[src/design/gtpc_pkg.sv]
`timescale 1ns / 1ps
// ----------------------------------------------------------------------------
// gtpc_pkg
// shared types, control word layout and microcode rom of the turn controller
// ----------------------------------------------------------------------------
package gtpc_pkg;

   // datapath operation selected by one control word
   typedef enum logic [2:0] {
      OP_NOP,
      OP_ERR,
      OP_INIT,
      OP_DIV,
      OP_SQ,
      OP_MUL,
      OP_FIN
   } op_type;

   // sequencing of the step counter
   typedef enum logic [1:0] {
      JMP_NEXT,
      JMP_LOOP,
      JMP_END
   } jmp_type;

   typedef enum logic [1:0] {
      PH_RUNNING,
      PH_SETTLING,
      PH_DONE
   } phase_type;

   typedef enum logic [2:0] {
      CSR_TARGET,
      CSR_TOP_SPEED,
      CSR_MIN_DRIVE,
      CSR_RAMP_SPAN,
      CSR_THRESHOLD
   } csr_index_type;

   typedef logic [2:0] step_type;

   localparam step_type STEP_ERR  = 3'd0;
   localparam step_type STEP_INIT = 3'd1;
   localparam step_type STEP_DIV  = 3'd2;
   localparam step_type STEP_SQ   = 3'd3;
   localparam step_type STEP_MUL  = 3'd4;
   localparam step_type STEP_FIN  = 3'd5;

   // quotient bits of the normalized error, one per divide step
   localparam logic [3:0] DIV_STEPS = 4'd15;
   localparam logic [15:0] ONE_Q15 = 16'h8000;
   localparam logic [30:0] ONE_Q30 = 31'h4000_0000;

   typedef struct packed {
      op_type   op;
      jmp_type  jmp;
      step_type tgt;
   } ucode_type;

   typedef struct packed {
      logic   en;
      op_type op;
   } dp_ctrl_type;

   typedef struct packed {
      logic signed [23:0] target;
      logic [7:0]         top_speed;
      logic [7:0]         min_drive;
      logic [22:0]        ramp_span;
      logic [15:0]        threshold;
   } cfg_type;

   typedef struct packed {
      logic       div_last;
      logic       below;
      logic       err_zero;
      logic       diff_neg;
      logic [7:0] drive;
   } dp_status_type;

   function automatic ucode_type ucode_rom(input step_type s);
      ucode_type w;
      case (s)
         STEP_ERR:  w = '{op: OP_ERR,  jmp: JMP_NEXT, tgt: STEP_ERR};
         STEP_INIT: w = '{op: OP_INIT, jmp: JMP_NEXT, tgt: STEP_ERR};
         STEP_DIV:  w = '{op: OP_DIV,  jmp: JMP_LOOP, tgt: STEP_DIV};
         STEP_SQ:   w = '{op: OP_SQ,   jmp: JMP_NEXT, tgt: STEP_ERR};
         STEP_MUL:  w = '{op: OP_MUL,  jmp: JMP_NEXT, tgt: STEP_ERR};
         STEP_FIN:  w = '{op: OP_FIN,  jmp: JMP_END,  tgt: STEP_ERR};
         default:   w = '{op: OP_NOP,  jmp: JMP_END,  tgt: STEP_ERR};
      endcase
      return w;
   endfunction

endpackage

[src/design/gtpc_datapath.sv]
`timescale 1ns / 1ps
// ----------------------------------------------------------------------------
// gtpc_datapath
// error, restoring divide, square and scale registers driven by the microcode
// ----------------------------------------------------------------------------
module gtpc_datapath
   import gtpc_pkg::*;
(
   input  logic               clock,
   input  dp_ctrl_type        ctrl,
   input  cfg_type            cfg,
   input  logic signed [23:0] rotation,
   output dp_status_type      status
);

   logic [24:0] err_ff, err_in;
   logic        neg_ff, neg_in;
   logic        clamp_ff, clamp_in;
   logic [22:0] rem_ff, rem_in;
   logic [14:0] quot_ff, quot_in;
   logic [3:0]  cnt_ff, cnt_in;
   logic        below_ff, below_in;
   logic [30:0] sq_ff, sq_in;
   logic [7:0]  drive_ff, drive_in;

   logic signed [24:0] diff;
   logic [22:0] span_eff;
   logic [23:0] shifted;
   logic [15:0] e_val;
   logic [15:0] d_val;
   logic [31:0] sq_full;
   logic [30:0] num;
   logic [38:0] prod;

   always_comb begin
      diff     = 25'(cfg.target) - 25'(rotation);
      span_eff = (cfg.ramp_span == '0) ? 23'd1 : cfg.ramp_span;
      shifted  = {rem_ff, 1'b0};
      e_val    = clamp_ff ? ONE_Q15 : {1'b0, quot_ff};
      d_val    = ONE_Q15 - e_val;
      sq_full  = d_val * d_val;
      num      = ONE_Q30 - sq_ff;
      prod     = num * cfg.top_speed;

      err_in   = err_ff;
      neg_in   = neg_ff;
      clamp_in = clamp_ff;
      rem_in   = rem_ff;
      quot_in  = quot_ff;
      cnt_in   = cnt_ff;
      below_in = below_ff;
      sq_in    = sq_ff;
      drive_in = drive_ff;

      if (ctrl.en) begin
         case (ctrl.op)
            OP_ERR: begin
               neg_in = diff[24];
               err_in = diff[24] ? 25'(-diff) : 25'(diff);
            end
            OP_INIT: begin
               // at or beyond the span the normalized error saturates at one
               clamp_in = err_ff >= {2'b00, span_eff};
               rem_in   = err_ff[22:0];
               quot_in  = '0;
               cnt_in   = DIV_STEPS;
            end
            OP_DIV: begin
               if (shifted >= {1'b0, span_eff}) begin
                  rem_in  = 23'(shifted - {1'b0, span_eff});
                  quot_in = {quot_ff[13:0], 1'b1};
               end else begin
                  rem_in  = shifted[22:0];
                  quot_in = {quot_ff[13:0], 1'b0};
               end
               cnt_in = cnt_ff - 4'd1;
            end
            OP_SQ: begin
               below_in = e_val < cfg.threshold;
               sq_in    = sq_full[30:0];
            end
            OP_MUL: begin
               drive_in = prod[37:30];
            end
            default: begin
            end
         endcase
      end
   end

   always_ff @(posedge clock) begin
      err_ff   <= err_in;
      neg_ff   <= neg_in;
      clamp_ff <= clamp_in;
      rem_ff   <= rem_in;
      quot_ff  <= quot_in;
      cnt_ff   <= cnt_in;
      below_ff <= below_in;
      sq_ff    <= sq_in;
      drive_ff <= drive_in;
   end

   always_comb begin
      status.div_last = cnt_ff == 4'd1;
      status.below    = below_ff;
      status.err_zero = err_ff == '0;
      status.diff_neg = neg_ff;
      status.drive    = (drive_ff < cfg.min_drive) ? cfg.min_drive : drive_ff;
   end

endmodule

[src/design/gyro_turn_profile_controller.sv]
`timescale 1ns / 1ps
// ----------------------------------------------------------------------------
// gyro_turn_profile_controller
// heading error to wheel drive with quadratic ease-out and settle detection
// ----------------------------------------------------------------------------
// channel  dir  handshake             payload
// req      in   req_tvalid/tready     rotation (24 bit signed)
// rsp      out  rsp_tvalid/tready     drives, directions, done
// csr      in   csr_valid/csr_ready   register index and write data
//
// a result is registered after error, divide setup, 15 quotient steps of the
// restoring divider (one bit per cycle), square, scale and finish; a new
// transaction is taken only once the sequencer has left its finish step, so
// items do not overlap; most steps of an item lie in the divide loop of the microcode
// the result sits in an output register; a new transaction is taken while it waits
// a full output register that is not being read holds the sequencer at its finish step
// reset is synchronous: configuration registers back to defaults, phase running, count zero
// ----------------------------------------------------------------------------
module gyro_turn_profile_controller
   import gtpc_pkg::*;
#(
   parameter int SETTLE_TICKS = 200
)
(
   input  logic        clock,
   input  logic        reset,
   input  logic        req_tvalid,
   output logic        req_tready,
   input  logic [23:0] req_tdata,   // [23:0] rotation
   output logic        rsp_tvalid,
   input  logic        rsp_tready,
   output logic [23:0] rsp_tdata,   // [7:0] left_drive, [8] left_reverse,
                                    // [16:9] right_drive, [17] right_reverse,
                                    // [18] done_res, [23:19] zero
   input  logic        csr_valid,
   output logic        csr_ready,
   input  logic [2:0]  csr_index,
   input  logic [23:0] csr_data
);

   localparam logic [7:0] SettleTicks = 8'(SETTLE_TICKS);

   // configuration registers
   cfg_type cfg_ff, cfg_in;

   // sequencer
   logic      busy_ff, busy_in;
   step_type  step_ff, step_in;
   ucode_type cw;
   logic      req_fire, stall, advance, fin_fire;

   logic signed [23:0] rot_ff;

   dp_ctrl_type   dp_ctrl;
   dp_status_type dp_status;

   // turn state
   phase_type  phase_ff, phase_in;
   logic [7:0] settle_cnt_ff, settle_cnt_in;
   logic [7:0] cnt_inc;

   // result register
   logic        rsp_valid_ff, rsp_valid_in;
   logic [23:0] rsp_data_ff, rsp_data_in;
   logic [7:0]  ld, rd;
   logic        lr, rr, dn;

   // ---------------- configuration writes
   assign csr_ready = 1'b1;

   always_comb begin
      cfg_in = cfg_ff;
      if (csr_valid) begin
         case (csr_index_type'(csr_index))
            CSR_TARGET:    cfg_in.target    = signed'(csr_data);
            CSR_TOP_SPEED: cfg_in.top_speed = csr_data[7:0];
            CSR_MIN_DRIVE: cfg_in.min_drive = csr_data[7:0];
            CSR_RAMP_SPAN: cfg_in.ramp_span = csr_data[22:0];
            CSR_THRESHOLD: cfg_in.threshold = csr_data[15:0];
            default: begin
            end
         endcase
      end
   end

   always_ff @(posedge clock) begin
      if (reset) begin
         cfg_ff.target    <= '0;
         cfg_ff.top_speed <= 8'd150;
         cfg_ff.min_drive <= 8'd20;
         cfg_ff.ramp_span <= 23'd23040;
         cfg_ff.threshold <= 16'd655;
      end else begin
         cfg_ff <= cfg_in;
      end
   end

   // ---------------- microcode sequencer
   assign req_tready = !busy_ff;
   assign req_fire   = req_tvalid && req_tready;
   assign cw         = ucode_rom(step_ff);
   // finish waits until the output register can take the result
   assign stall      = (cw.op == OP_FIN) && rsp_valid_ff && !rsp_tready;
   assign advance    = busy_ff && !stall;
   assign fin_fire   = advance && (cw.op == OP_FIN);

   always_comb begin
      busy_in = busy_ff;
      step_in = step_ff;
      if (req_fire) begin
         busy_in = 1'b1;
         step_in = STEP_ERR;
      end else if (advance) begin
         case (cw.jmp)
            JMP_NEXT: step_in = step_ff + 3'd1;
            JMP_LOOP: step_in = dp_status.div_last ? step_ff + 3'd1 : cw.tgt;
            JMP_END: begin
               step_in = STEP_ERR;
               busy_in = 1'b0;
            end
            default: begin
               step_in = STEP_ERR;
               busy_in = 1'b0;
            end
         endcase
      end
   end

   always_ff @(posedge clock) begin
      if (reset) begin
         busy_ff <= 1'b0;
         step_ff <= STEP_ERR;
      end else begin
         busy_ff <= busy_in;
         step_ff <= step_in;
      end
   end

   // input sample capture, stable for the whole item
   always_ff @(posedge clock) begin
      if (req_fire) begin
         rot_ff <= signed'(req_tdata);
      end
   end

   assign dp_ctrl.en = advance;
   assign dp_ctrl.op = cw.op;

   gtpc_datapath u_datapath (
      .clock    (clock),
      .ctrl     (dp_ctrl),
      .cfg      (cfg_ff),
      .rotation (rot_ff),
      .status   (dp_status)
   );

   // ---------------- turn phase and result
   always_comb begin
      phase_in      = phase_ff;
      settle_cnt_in = settle_cnt_ff;
      cnt_inc       = settle_cnt_ff + 8'd1;
      ld = '0;
      rd = '0;
      lr = 1'b0;
      rr = 1'b0;
      dn = 1'b0;

      case (phase_ff)
         PH_DONE: begin
            dn = 1'b1;
         end
         PH_SETTLING: begin
            if (cnt_inc < SettleTicks) begin
               settle_cnt_in = cnt_inc;
            end else begin
               // last settle sample decides
               settle_cnt_in = '0;
               if (dp_status.below) begin
                  phase_in = PH_DONE;
                  dn       = 1'b1;
               end else begin
                  phase_in = PH_RUNNING;
                  if (!dp_status.err_zero) begin
                     ld = dp_status.drive;
                     rd = dp_status.drive;
                     lr = !dp_status.diff_neg;
                     rr = dp_status.diff_neg;
                  end
               end
            end
         end
         PH_RUNNING: begin
            if (dp_status.below) begin
               phase_in      = PH_SETTLING;
               settle_cnt_in = '0;
            end else if (!dp_status.err_zero) begin
               // target ahead: left wheel backward, right forward
               ld = dp_status.drive;
               rd = dp_status.drive;
               lr = !dp_status.diff_neg;
               rr = dp_status.diff_neg;
            end
         end
         default: begin
            phase_in = PH_RUNNING;
         end
      endcase
   end

   always_ff @(posedge clock) begin
      if (reset) begin
         phase_ff      <= PH_RUNNING;
         settle_cnt_ff <= '0;
      end else if (fin_fire) begin
         phase_ff      <= phase_in;
         settle_cnt_ff <= settle_cnt_in;
      end
   end

   // output register
   always_comb begin
      rsp_valid_in = rsp_valid_ff;
      rsp_data_in  = rsp_data_ff;
      if (fin_fire) begin
         rsp_valid_in = 1'b1;
         rsp_data_in  = {5'b0_0000, dn, rr, rd, lr, ld};
      end else if (rsp_tready) begin
         rsp_valid_in = 1'b0;
      end
   end

   always_ff @(posedge clock) begin
      if (reset) begin
         rsp_valid_ff <= 1'b0;
      end else begin
         rsp_valid_ff <= rsp_valid_in;
      end
   end

   always_ff @(posedge clock) begin
      rsp_data_ff <= rsp_data_in;
   end

   assign rsp_tvalid = rsp_valid_ff;
   assign rsp_tdata  = rsp_data_ff;

`ifndef NO_ASSERTIONS
   // an idle sequencer always rests at its first step
   a_idle_step: assert property (@(posedge clock) disable iff (reset)
      !busy_ff |-> step_ff == STEP_ERR)
      else $error("sequencer idle away from first step");

   // once done has latched every result reports done
   a_done_res: assert property (@(posedge clock) disable iff (reset)
      rsp_tvalid && (phase_ff == PH_DONE) |-> rsp_tdata[18])
      else $error("result without done after done latched");

   // a turning drive always has exactly one wheel reversed
   a_dir: assert property (@(posedge clock) disable iff (reset)
      rsp_tvalid && (rsp_tdata[7:0] != 8'd0) |-> $onehot({rsp_tdata[8], rsp_tdata[17]}))
      else $error("turning drive with bad directions");

   // settle count never reaches the settle length
   a_settle_cnt: assert property (@(posedge clock) disable iff (reset)
      settle_cnt_ff < SettleTicks)
      else $error("settle count out of range");
`endif

endmodule
[config.mk]
export PLATFORM = sky130hd
export DESIGN_NAME = gyro_turn_profile_controller
export DESIGN_NICKNAME = d
export VERILOG_FILES = /design/src/design/gtpc_pkg.sv /design/src/design/gtpc_datapath.sv /design/src/design/gyro_turn_profile_controller.sv
export SDC_FILE = /design/constraint.sdc
export NUM_CORES = 1
export LEC_CHECK = 0
export ABC_AREA = 1
export BUFFER_PORTS_ARGS = -buffer_cell sky130_fd_sc_hd__buf_2
export CORE_ASPECT_RATIO = 0.9
export CORE_MARGIN = 2
export CORE_UTILIZATION = 35
export CTS_BUF_LIST = sky130_fd_sc_hd__clkbuf_16
export CTS_CLUSTER_SIZE = 20
export DETAILED_ROUTE_END_ITERATION = 8
export PLACE_DENSITY = 0.55
export SLEW_MARGIN = 20
export SYNTH_ARGS = -nofsm -noshare
export SYNTH_HDL_FRONTEND = slang
export SYNTH_SLANG_ARGS = --single-unit
export TNS_END_PERCENT = 20
[constraint.sdc]
create_clock -name clock -period 19.5 [get_ports clock]
set_input_delay 2.925 -clock clock [delete_from_list [all_inputs] [get_ports clock]]
set_output_delay 2.925 -clock clock [all_outputs]
set_load 0.03 [all_outputs]
-- Yosys cells after proc, flatten, opt, wreduce, memory -nomap -nowiden
Index checks and enable logic that the tools add are counted.
- bits in registers: 246
- word-level logic and storage cells: 133
- bitwise logic cells: 1
- reduce and logical (&&, ||, !) cells: 34
- add/subtract/negate cells: 8
- $lt $le $gt $ge: 5
- equal/unequal tests: 22
- multiply operators: 2
- mux-type cells: 39
- operators with widths (operator ; count):
    two-way mux 8 bit ; 6
    one-hot mux 8 bit (6 select lines) ; 1
    two-way mux 23 bit ; 2
    one-hot mux 23 bit (2 select lines) ; 1
    multiplier 31 x 8 -> 38 bit ; 1
    one-hot mux 8 bit (2 select lines) ; 2
    multiplier 16 x 16 -> 31 bit ; 1
    subtractor 31 bit, first input constant ; 1
    one-hot mux 15 bit (2 select lines) ; 1
    greater-or-equal comparator 25 x 23 -> 1 bit ; 1
    logical NOT 25 bit ; 1
    negation 25 bit ; 1
    subtractor 24 x 24 -> 25 bit ; 1
    greater-or-equal comparator 24 x 23 -> 1 bit ; 1
    two-way mux 24 bit ; 1
    logical NOT 23 bit ; 1
    subtractor 23 bit ; 1
    AND reduction 2 bit ; 11
    == test 3 x 2 -> 1 bit, second input constant ; 6
    == test 3 bit, second input constant ; 6
    < comparator 16 bit ; 1
    two-way mux 16 bit ; 1
    subtractor 16 bit, first input constant ; 1
    two-way mux 1 bit ; 14
    26 further kinds ; 47

-- Depth between registers and ports, before layout
Gate-level depths: netlist (run 1).
- word-level depth: 9
- gate-level depth with buffers: 35
- depth with buffers taken out: 34

-- Cells and area by module
A second synthesis (run 1) with hierarchy kept.
- cells, all modules: 3848
- area total of the unflattened synthesis: 29409.5 um^2
- by module, submodules not included (module ; cells each ; instances ; area each (um^2)):
    gtpc_datapath ; 3265 ; 1 ; 24343.3
    gyro_turn_profile_controller ; 583 ; 1 ; 5066.1

-- Worst setup path after synthesis (run 1)
Ideal clock, no wire load.
- kind: register -> register
- start point: reg u_datapath.clamp_ff
- end point: reg u_datapath.sq_ff[23], data pin
- arrival: 7043 ps
- stages on the path, launching flop included: 34
- setup time: 252 ps
- setup slack: 12205 ps
- path through: edfxtp_1 buf_4 nor2_2 inv_2 buf_1 ha_1 inv_1 nor3_1 nand3_1 nor2_1 xor2_2 inv_1 nor2_1 inv_1 fa_1 inv_1 fa_1 inv_1 fa_1 inv_1 fa_1 fa_1 inv_1 fa_1 inv_1 ha_1 nand2_1 o21a_1 o221ai_1 a21oi_1 o21ai_0 nand2_1 nand3_1 nand2_1
- word-level cells in the longest chain between the ends: 3
- RTL lines (item ; RTL line ; RTL):
    start, declared ; gtpc_datapath.sv:18 ; logic clamp_ff, clamp_in;
    start signal, assigned ; gtpc_datapath.sv:94 ; clamp_ff <= clamp_in;
    two-way mux 16 bit ; gtpc_datapath.sv:39 ; e_val = clamp_ff ? ONE_Q15 : {1'b0, quot_ff};
    subtractor 16 bit ; gtpc_datapath.sv:40 ; d_val = ONE_Q15 - e_val;
    via u_datapath.d_val[0] ; gtpc_datapath.sv:30 ; logic [15:0] d_val;
    multiplier 16 x 16 -> 31 bit ; gtpc_datapath.sv:41 ; sq_full = d_val * d_val;
    via u_datapath.sq_full[23] ; gtpc_datapath.sv:31 ; logic [31:0] sq_full;
    end signal, assigned ; gtpc_datapath.sv:99 ; sq_ff <= sq_in;
    end, declared ; gtpc_datapath.sv:23 ; logic [30:0] sq_ff, sq_in;
The timed path passes the listed nets, and every way through them passes these cells.
A chain may end at the register's enable or synchronous reset.

-- Worst setup path after layout (run 1)
- start point: reg u_datapath.clamp_ff
- end point: reg u_datapath.sq_ff[25], data pin
The elaborated chain is that of the path after synthesis.

==> impl_metrics.json, run 1 <==
{
  "period_needed_ns": 8.20,
  "antenna_left": 0,
  "final_cell_mix": "781 x inv_1, 781 x nand2_1, 438 x nor2_1",
  "r2r_setup_slack_ns": 11.30,
  "rsz0062_at_grt": "no",
  "synth.largest_area_cell": "fa_1",
  "start_util_pct": 35.2,
  "crit_slowest_cell": "edfxtp_1",
  "overflow": 0,
  "core-area_sq_mm": 0.0825,
  "cts_buffer_depth": 3,
  "grtUsageTotal_pct": 18.6,
  "grt_pass1_wl_um": 127000,
  "area_growth_pct": 8.20,
  "die_y_um": 277,
  "worst_pin_slew_ns": 1.13,
  "setup-tns-final_ns": 0,
  "total_power_w": 0.00359,
  "netlist_top_cells_area": "fa_1 23%, edfxtp_1 15%, ha_1 11%",
  "final_nets": 4464,
  "grtUsageMet1_pct": 28.1,
  "min_path_cells": 2,
  "wl_per_cell_um": 15.9,
  "cts_tree": "built",
  "htreeDepth": 1,
  "antenna_cells": 0,
  "grt_pass1_vias": 23819,
  "async_reset_ff_share_pct": 0,
  "use_met3_pct": 2.51,
  "rows": 100,
  "post_cts_buffers": 0,
  "clockRootBuffer": "clkbuf_16",
  "r2r-start": "u_datapath.clamp_ff$_DFFE_PP_",
  "clk_pin_slew_ns": 0.06,
  "crit_fanout": 19,
  "arrival_ns": 8.53,
  "setup_violations": 0,
  "holdWs_ns": 0.464,
  "cp-start-kind": "register",
  "skew_ns": 0.0284,
  "yosys.area.top_type_share_pct": 23.3,
  "ys_seq_elements": 237,
  "grt-busiest-layer": "met2",
  "maxCapViolCount": 0,
  "synthesis.area_sq_mm": 0.0290,
  "syn_inst": 3762,
  "die_w_um": 308,
  "clock-sinks": 237,
  "p_leak_nw": 15.8,
  "postLayoutCellArea_sq_mm": 0.0314,
  "cts.repair.resized": 0,
  "r2r_end": "u_datapath.sq_ff[25]$_DFFE_PP_",
  "ys_seq_area_share_pct": 21.3,
  "die-area_sq_mm": 0.0853,
  "clkLatencyLatePin_ns": 0.57,
  "worstHoldPathType": "register to register",
  "holdPathEnd": "cfg_ff[14]$_SDFFE_PP0P_",
  "antenna_found_initial": 1,
  "postLayoutCoreUtil_pct": 38.1,
  "gp_congestion": 0.885,
  "slew_headroom_pct": 24.1,
  "viasPerCell": 4.83,
  "rr_worst_depth": 30,
  "synth_warnings": 0,
  "synth-main-ff-cell": "edfxtp_1",
  "cts-hold-fix-buffers": 0,
  "io_buffer_count": 76,
  "vias": 23720,
  "postSynthAreaPerCell_sq_um": 7.72,
  "drt-initial-drc-count": 1593,
  "irDropWorstVdd_mv": 0.163,
  "grt_max_degree": 75,
  "min_from": "cfg_ff[14]$_SDFFE_PP0P_",
  "routed_wl_um": 78200,
  "critPathCaptureType": "register",
  "dr.pass1.iters": 5,
  "drc": 0,
  "status": "finished clean",
  "finalHoldViolCount": 0,
  "fin_crit_sh_pct": 42.1,
  "fmax_mhz": 122,
  "drive_gt1_share_pct": 4.98,
  "fillers": 8596,
  "critPathMaxStageDelay_ns": 0.77,
  "numCtsBuffers": 27,
  "dp_hpwl_um": 65300,
  "io-pin-count": 83,
  "synth_edf_count": 143,
  "powerDensity_mw_per_mm2": 114,
  "report.final.slew_viol_count": 0,
  "place_area_sq_mm": 0.0306,
  "required_ns": 19.83,
  "grt.met2_usage_pct": 28.8,
  "synth_cell_types": 60,
  "critPathKind": "register to register"
}
[routing by layer]
metal	vias up	routed length (um)
met1	11322	39300
li1	11808	-
met3	57	4640
met5	-	0
met2	533	33200
met4	0	1040
[registers in the layout (all words and copies together), names as in the netlist, 4 cells and up]
register and flops:
u_datapath.err_ff 25, u_datapath.rem_ff 23, u_datapath.drive_ff 8, settle_cnt_ff 8
rsp_tdata 11, u_datapath.sq_ff 30, u_datapath.cnt_ff 4, u_datapath.quot_ff 15
rot_ff 24, cfg_ff 79
[final cells by class]
type	count	area [sq um]	area share (%)
Clock buffer	27	676	2.15
Clock inverter	22	164	0.522
Inverter	801	3010	9.58
Multi-Input combinational cell	2655	19500	62.2
Sequential cell	237	6180	19.7
Tap cell	1071	1340	4.27
Timing Repair Buffer	94	515	1.64
[critical path: cells and delay by family, from the launching register on]
family / cells / cell delay, ns
AOI/OAI and AO/OA: 5 / 0.96
xor gates and xnor gates: 1 / 0.37
adders and majority gates: 8 / 3.65
buffers and inverters: 7 / 0.88
DFF: 1 / 0.77
and+or+nand+nor: 9 / 1.32
[where the power goes]
part           internal, W  switching, W
Combinational     0.000889       0.00153
Sequential        0.000659     0.0000154
Clock             0.000278      0.000216
Total              0.00183       0.00176
[synth_stat cells, types with 13 or more instances]
cell / instances
o21ai_0: 164
o21a_1: 14
or2_2: 17
dfxtp_1: 94
nor2_1: 439
fa_1: 338
o211ai_1: 23
nand2_1: 781
nor4_1: 13
nor3_1: 33
inv_1: 779
nand4_1: 47
ha_1: 254
xor2_1: 44
buf_4: 16
clkbuf_1: 56
a21oi_1: 203
edfxtp_1: 143
inv_2: 14
nand3_1: 130
xnor2_1: 39
a21o_1: 17
[cell families after synthesis]
| logic type | synth area share [%] |
|---|---|
| AO/OA/AOI/OAI | 8.77 |
| XOR/XNOR | 2.56 |
| adder cells (fa/ha/maj) | 34.3 |
| buffers and inverters | 11.7 |
| flip-flops | 21.3 |
| other | 0.0259 |
| AND/OR/NAND/NOR | 21.4 |
[worst max path at each step]
stage / from / to / slack, ns
2_1_floorplan: u_datapath.clamp_ff$_DFFE_PP_ / u_datapath.sq_ff[23]$_DFFE_PP_ / 12.21
3_3_place_gp: u_datapath.clamp_ff$_DFFE_PP_ / u_datapath.sq_ff[23]$_DFFE_PP_ / 11.42
3_5_place_dp: u_datapath.clamp_ff$_DFFE_PP_ / u_datapath.sq_ff[23]$_DFFE_PP_ / 11.30
4_1_cts: u_datapath.clamp_ff$_DFFE_PP_ / u_datapath.sq_ff[23]$_DFFE_PP_ / 11.29
5_1_grt: u_datapath.clamp_ff$_DFFE_PP_ / u_datapath.sq_ff[25]$_DFFE_PP_ / 10.53
6_report: u_datapath.clamp_ff$_DFFE_PP_ / u_datapath.sq_ff[25]$_DFFE_PP_ / 11.30
[through the flow]
stage	setup WS, ns	instances
4_1_cts	11.29	4907
3_5_place_dp	11.30	4858
5_1_grt	10.53	4907
3_3_place_gp	11.42	4858
2_1_floorplan	12.21	3777
6_report	11.30	4907
Power figures use the tool's default switching activity.
==> run 2: changes to the inputs <==
clock period = 7.9 ns   (was 19.5 ns; I/O delays follow)
==> run 2 against run 1 <==
  * Clock skew up 0.013 ns
  * Maximum frequency rose by 11%
  * Sequential power grew 150%
  * Total power increased by 140%
  * First-iteration DRC count up 0.31%
  * Design area is 0.57% higher
  * Sequential share of layout area is 0.11 points lower
  * Final cell count rose by 0.43%
  * Combinational power increased by 140%
  * Die area did not move
==> impl_metrics.json, run 2 (synthesis gave the netlist of run 1 again) <==
{
  "status": "finished clean",
  "antenna_found_initial": 4,
  "required_ns": 8.23,
  "io-pin-count": 83,
  "grt_pass1_vias": 23865,
  "seqPwrFrac_pct": 19.0,
  "cts.repair.resized": 0,
  "top_register": "cfg_ff",
  "place_ws_ns": 0.282,
  "period_needed_ns": 7.41,
  "antenna_left": 0,
  "pwr-share-clk_pct": 14.1,
  "cp-start-kind": "register",
  "power.switching_w": 0.00424,
  "cts-hold-fix-buffers": 0,
  "arrival_ns": 7.75,
  "die_y_um": 277,
  "cts_tree": "built",
  "drc": 0,
  "grt_pass1_wl_um": 128000,
  "die-area_sq_mm": 0.0853,
  "layout_commonest_cell": "inv_1",
  "maxCapViolCount": 0,
  "irDropWorstVdd_mv": 0.361,
  "gp_congestion": 0.881,
  "clk_pin_slew_ns": 0.06,
  "antenna_cells": 0,
  "finalHoldViolCount": 0,
  "skew_ns": 0.0416,
  "critPathCaptureType": "register",
  "slew_headroom_pct": 32.5,
  "drive_gt1_share_pct": 5.60,
  "core-area_sq_mm": 0.0825,
  "crit_slowest_cell": "fa_1",
  "rows": 100,
  "dp_hpwl_um": 65600,
  "overflow": 0,
  "cts_buffer_depth": 3,
  "final_cell_mix": "786 x inv_1, 781 x nand2_1, 437 x nor2_1",
  "area_growth_pct": 8.81,
  "post_cts_buffers": 0,
  "clock-sinks": 237,
  "setup_violations": 0,
  "clockRootBuffer": "clkbuf_16",
  "worstHoldPathType": "register to register",
  "start_util_pct": 35.2,
  "dr.pass1.iters": 5,
  "wl_per_cell_um": 15.9,
  "comb_power_share_pct": 66.9,
  "routed_wl_um": 78100,
  "drt-initial-drc-count": 1598,
  "report.final.slew_viol_count": 0,
  "fin_ws_ns": 0.485,
  "fin_crit_sh_pct": 93.9,
  "io_buffer_count": 76,
  "critPathKind": "register to register",
  "worst_pin_slew_ns": 1.01,
  "rsz0062_at_grt": "no",
  "critPathMaxStageDelay_ns": 0.58,
  "min_path_cells": 2,
  "rr_worst_depth": 29,
  "top_regs": "cfg_ff x79, u_datapath.sq_ff x30, u_datapath.err_ff x25",
  "cp_common_cell": "inv_1",
  "grtUsageTotal_pct": 18.7,
  "htreeDepth": 1,
  "p_leak_nw": 15.9,
  "clkLatencyLatePin_ns": 0.59,
  "vias": 23600,
  "final_nets": 4483,
  "largest_reg_flops": 79,
  "fmax_mhz": 135,
  "grt_max_degree": 75,
  "die_w_um": 308,
  "powerDensity_mw_per_mm2": 277,
  "numCtsBuffers": 28,
  "setup-tns-final_ns": 0,
  "intPower_w": 0.00451,
  "switching_share_pct": 48.5,
  "viasPerCell": 4.79,
  "crit_fanout": 8
}
## run 2: path summary, 6_finish.rpt
path                                       startpoint                             end  slack (ns)
hold reg to reg               cfg_ff[55]$_SDFFE_PP0P_         cfg_ff[55]$_SDFFE_PP0P_        0.47
hold / removal                cfg_ff[55]$_SDFFE_PP0P_         cfg_ff[55]$_SDFFE_PP0P_        0.47
setup / recovery  u_datapath.quot_ff[1]$_SDFFCE_PP0P_  u_datapath.sq_ff[29]$_DFFE_PP_        0.49
setup reg to reg  u_datapath.quot_ff[1]$_SDFFCE_PP0P_  u_datapath.sq_ff[29]$_DFFE_PP_        0.49
## run 2: metal layers
metal | up-vias | part of all wire, % | track usage [%] | wire length [um]
met5 | - | 0 | 0 | 0
met2 | 502 | 42 | 28.3 | 32800
met1 | 11180 | 50 | 28.4 | 39300
met4 | 0 | 1.8 | 3.44 | 1370
li1 | 11844 | - | - | -
met3 | 74 | 5.9 | 2.41 | 4640
## run 2: power by group through the flow
stage | Sequential (W) | Combinational (W) | Clock, W
2_1_floorplan | 0.00168 | 0.00440 | 0
6_report | 0.00166 | 0.00585 | 0.00123
4_1_cts | 0.00166 | 0.00589 | 0.00127
3_5_place_dp | 0.00169 | 0.00583 | 0
5_1_grt | 0.00167 | 0.00683 | 0.00132
3_3_place_gp | 0.00169 | 0.00586 | 0
## run 2: final cells by class
class                   instances  area (sq um)
clock buffers                  29           726
clock inverters                23           139
fillers                      8619         50900
inverters                     801          3010
multi-input cells            2655         19500
flip-flops and latches        237          6180
well taps                    1071          1340
repair buffers                112           651
## run 2: critical path, delay by kind of cell (launching register included)
| kind | cells | cell delay [ns] |
|---|---|---|
| simple gates | 8 | 1.36 |
| fa+ha+maj | 8 | 3.55 |
| xor+xnor | 1 | 0.15 |
| flops | 1 | 0.40 |
| buf+inv | 9 | 0.88 |
| compound gates | 3 | 0.79 |
## run 2: stage by stage
| step | instances | utilization [%] | area, sq um | power (W) | hold slack, ns |
|---|---|---|---|---|---|
| floorplan | 3777 | - | 29100 | 0.00608 | 0.435 |
| global placement | 4876 | 37.2 | 30700 | 0.00755 | 0.450 |
| detailed placement | 4876 | 37.2 | 30700 | 0.00752 | 0.462 |
| CTS | 4928 | 38.3 | 31600 | 0.00882 | 0.468 |
| global route | 4928 | 38.3 | 31600 | 0.00981 | 0.497 |
| finish | 4928 | 38.3 | 31600 | 0.00874 | 0.466 |
==> run 3: changes to the inputs <==
ABC_AREA = not set   (was 1)
==> run 3 against run 2 <==
  * Largest power group unchanged
  * Largest cell class unchanged
  * Clock skew fell by 0.022 ns
  * Synthesized cell count is 17% lower
  * Critical endpoint is now u_datapath.sq_ff[23]$_DFFE_PP_
  * Non-clock buffer count rose by 34
==> impl_metrics.json, run 3 <==
{
  "crit_fanout": 9,
  "clockRootBuffer": "clkbuf_16",
  "drc": 0,
  "grtUsageMet1_pct": 27.9,
  "critPathMaxStageDelay_ns": 0.55,
  "arrival_ns": 7.86,
  "min_from": "cfg_ff[40]$_SDFFE_PP0P_",
  "vias": 21068,
  "die-area_sq_mm": 0.0828,
  "die_w_um": 303,
  "top_register": "cfg_ff",
  "status": "finished clean",
  "final_nets": 3847,
  "final_cells": 4270,
  "required_ns": 8.21,
  "io-pin-count": 83,
  "synth-main-ff-cell": "edfxtp_1",
  "irDropWorstVdd_mv": 0.255,
  "cts-hold-fix-buffers": 0,
  "clock-sinks": 237,
  "dp_hpwl_um": 57400,
  "numCtsBuffers": 27,
  "antenna_found_initial": 1,
  "overflow": 0,
  "skew_ns": 0.0194,
  "dpl.cell_count": 4216,
  "use_met3_pct": 2.18,
  "final_cell_mix": "522 x inv_1, 437 x nand2_1, 338 x fa_1",
  "setup-tns-final_ns": 0,
  "cts_buffer_depth": 3,
  "place_ws_ns": 0.0483,
  "crit_slowest_cell": "fa_1",
  "ys_seq_area_share_pct": 21.9,
  "cts_tree": "built",
  "clk_pin_slew_ns": 0.06,
  "critPathKind": "register to register",
  "die_y_um": 273,
  "cp-start-kind": "register",
  "setup_violations": 0,
  "r2r-start": "u_datapath.clamp_ff$_DFFE_PP_",
  "fmax_mhz": 132,
  "grt_pass1_vias": 21045,
  "dr.pass1.iters": 5,
  "drt-initial-drc-count": 1334,
  "grt_max_degree": 71,
  "antenna_cells": 0,
  "layout_commonest_cell": "inv_1",
  "synthesis.area_sq_mm": 0.0282,
  "period_needed_ns": 7.55,
  "synth_common_cells": "519 x inv_1, 437 x nand2_1, 338 x fa_1, 254 x ha_1, 175 x a21oi_1",
  "largest_reg_flops": 79,
  "rows": 98,
  "io_buffer_count": 76,
  "async_reset_ff_share_pct": 0,
  "core-area_sq_mm": 0.0796,
  "syn_inst": 3116,
  "postLayoutCellArea_sq_mm": 0.0310,
  "ys_seq_elements": 237,
  "fin_ws_ns": 0.348,
  "clkLatencyLatePin_ns": 0.58,
  "synth.most_common_cell": "inv_1",
  "yosys.area.top_type_share_pct": 24.0,
  "viasPerCell": 4.93,
  "place_area_sq_mm": 0.0300,
  "synth_edf_count": 143,
  "synth.largest_area_cell": "fa_1",
  "powerDensity_mw_per_mm2": 214,
  "critPathCaptureType": "register",
  "grt_pass1_wl_um": 117000,
  "htreeDepth": 1,
  "drive_gt1_share_pct": 8.29,
  "area_growth_pct": 9.90,
  "routed_wl_um": 71900,
  "postSynthAreaPerCell_sq_um": 9.05,
  "slew_headroom_pct": 20.6,
  "synth_warnings": 0,
  "netlist_top_cells_area": "fa_1 24%, edfxtp_1 15%, ha_1 11%",
  "finalHoldViolCount": 0,
  "worst_pin_slew_ns": 1.19,
  "synth_cell_types": 105,
  "critPathLaunch": "u_datapath.clamp_ff$_DFFE_PP_",
  "total_power_w": 0.00661,
  "grt.met2_usage_pct": 26.0,
  "worstHoldPathType": "register to register",
  "grtUsageTotal_pct": 17.7,
  "gp_congestion": 0.881,
  "antenna_left": 0,
  "report.final.slew_viol_count": 0,
  "grt-busiest-layer": "met1",
  "fin_crit_sh_pct": 95.6,
  "maxCapViolCount": 0,
  "top_regs": "cfg_ff x79, u_datapath.sq_ff x30, u_datapath.err_ff x25",
  "wl_per_cell_um": 16.8,
  "p_leak_nw": 14.3,
  "start_util_pct": 35.4
}
-- run 3: cell count changes after synthesis, sizes merged, moves of 42 or more --
cell	before	now
nand2	785	437
nor2	448	155
inv	793	524
and2	3	121
nand3	133	36
o21ai	168	84
xnor2	39	96
a21o	17	63
nor2b	0	42
-- run 3: worst paths after layout --
path                                    endpoint  slack (ns)  depth (start not counted)
hold / removal           cfg_ff[40]$_SDFFE_PP0P_        0.45                          2
hold reg to reg          cfg_ff[40]$_SDFFE_PP0P_        0.45                          2
setup reg to reg  u_datapath.sq_ff[23]$_DFFE_PP_        0.35                         28
setup / recovery  u_datapath.sq_ff[23]$_DFFE_PP_        0.35                         28
-- run 3: critical path: cells and delay by family (launching register included) --
family	cells	cell delay (ns)
XOR/XNOR	2	0.33
flip-flops	1	0.38
AO/OA/AOI/OAI	3	0.87
AND/OR/NAND/NOR	8	1.46
buffers and inverters	8	0.77
adder cells (fa/ha/maj)	7	3.46
-- run 3: routing by layer --
layer	up-vias	share of wire [%]
met3	58	5.6
met1	10209	52
met5	-	0
met2	487	41
li1	10314	-
met4	0	1.3
-- run 3: kinds of logic after synthesis --
logic type / Yosys count / share of synthesized area [%]
AND/OR/NAND/NOR: 1009 / 17.7
buffers and inverters: 634 / 8.67
adder cells (fa/ha/maj): 592 / 35.3
XOR/XNOR: 137 / 4.38
multiplexers: 27 / 0.963
flip-flops: 237 / 21.9
other: 2 / 0.0266
AO/OA/AOI/OAI: 478 / 11.1
-- run 3: power by group --
part	switching (W)	internal (W)	total [W]	leakage [nW]
clock	0.000550	0.000726	0.00128	0.454
combinational	0.00212	0.00164	0.00377	11.8
sequential	0.0000333	0.00154	0.00157	2.07
total	0.00271	0.00391	0.00661	14.3
-- run 3: area by class of cell --
class / count / area [sq um]
Clock buffer: 29 / 726
Timing Repair Buffer: 146 / 912
Tap cell: 1050 / 1310
Clock inverter: 21 / 155
Sequential cell: 237 / 6180
Fill cell: 7989 / 48600
Multi-Input combinational cell: 2260 / 19700
Inverter: 527 / 1980
-- run 3: timing repair --
item | in CTS | in global routing
endpoints found under the setup margin | 0 | 8
setup buffers | 0 | 4
resized for setup | 0 | 14
-- run 3: stage by stage --
step,util (%),hold WS [ns]
floorplan,-,0.433
global placement,37.7,0.443
detailed placement,37.7,0.447
CTS,38.8,0.455
global route,38.9,0.473
finish,38.9,0.453
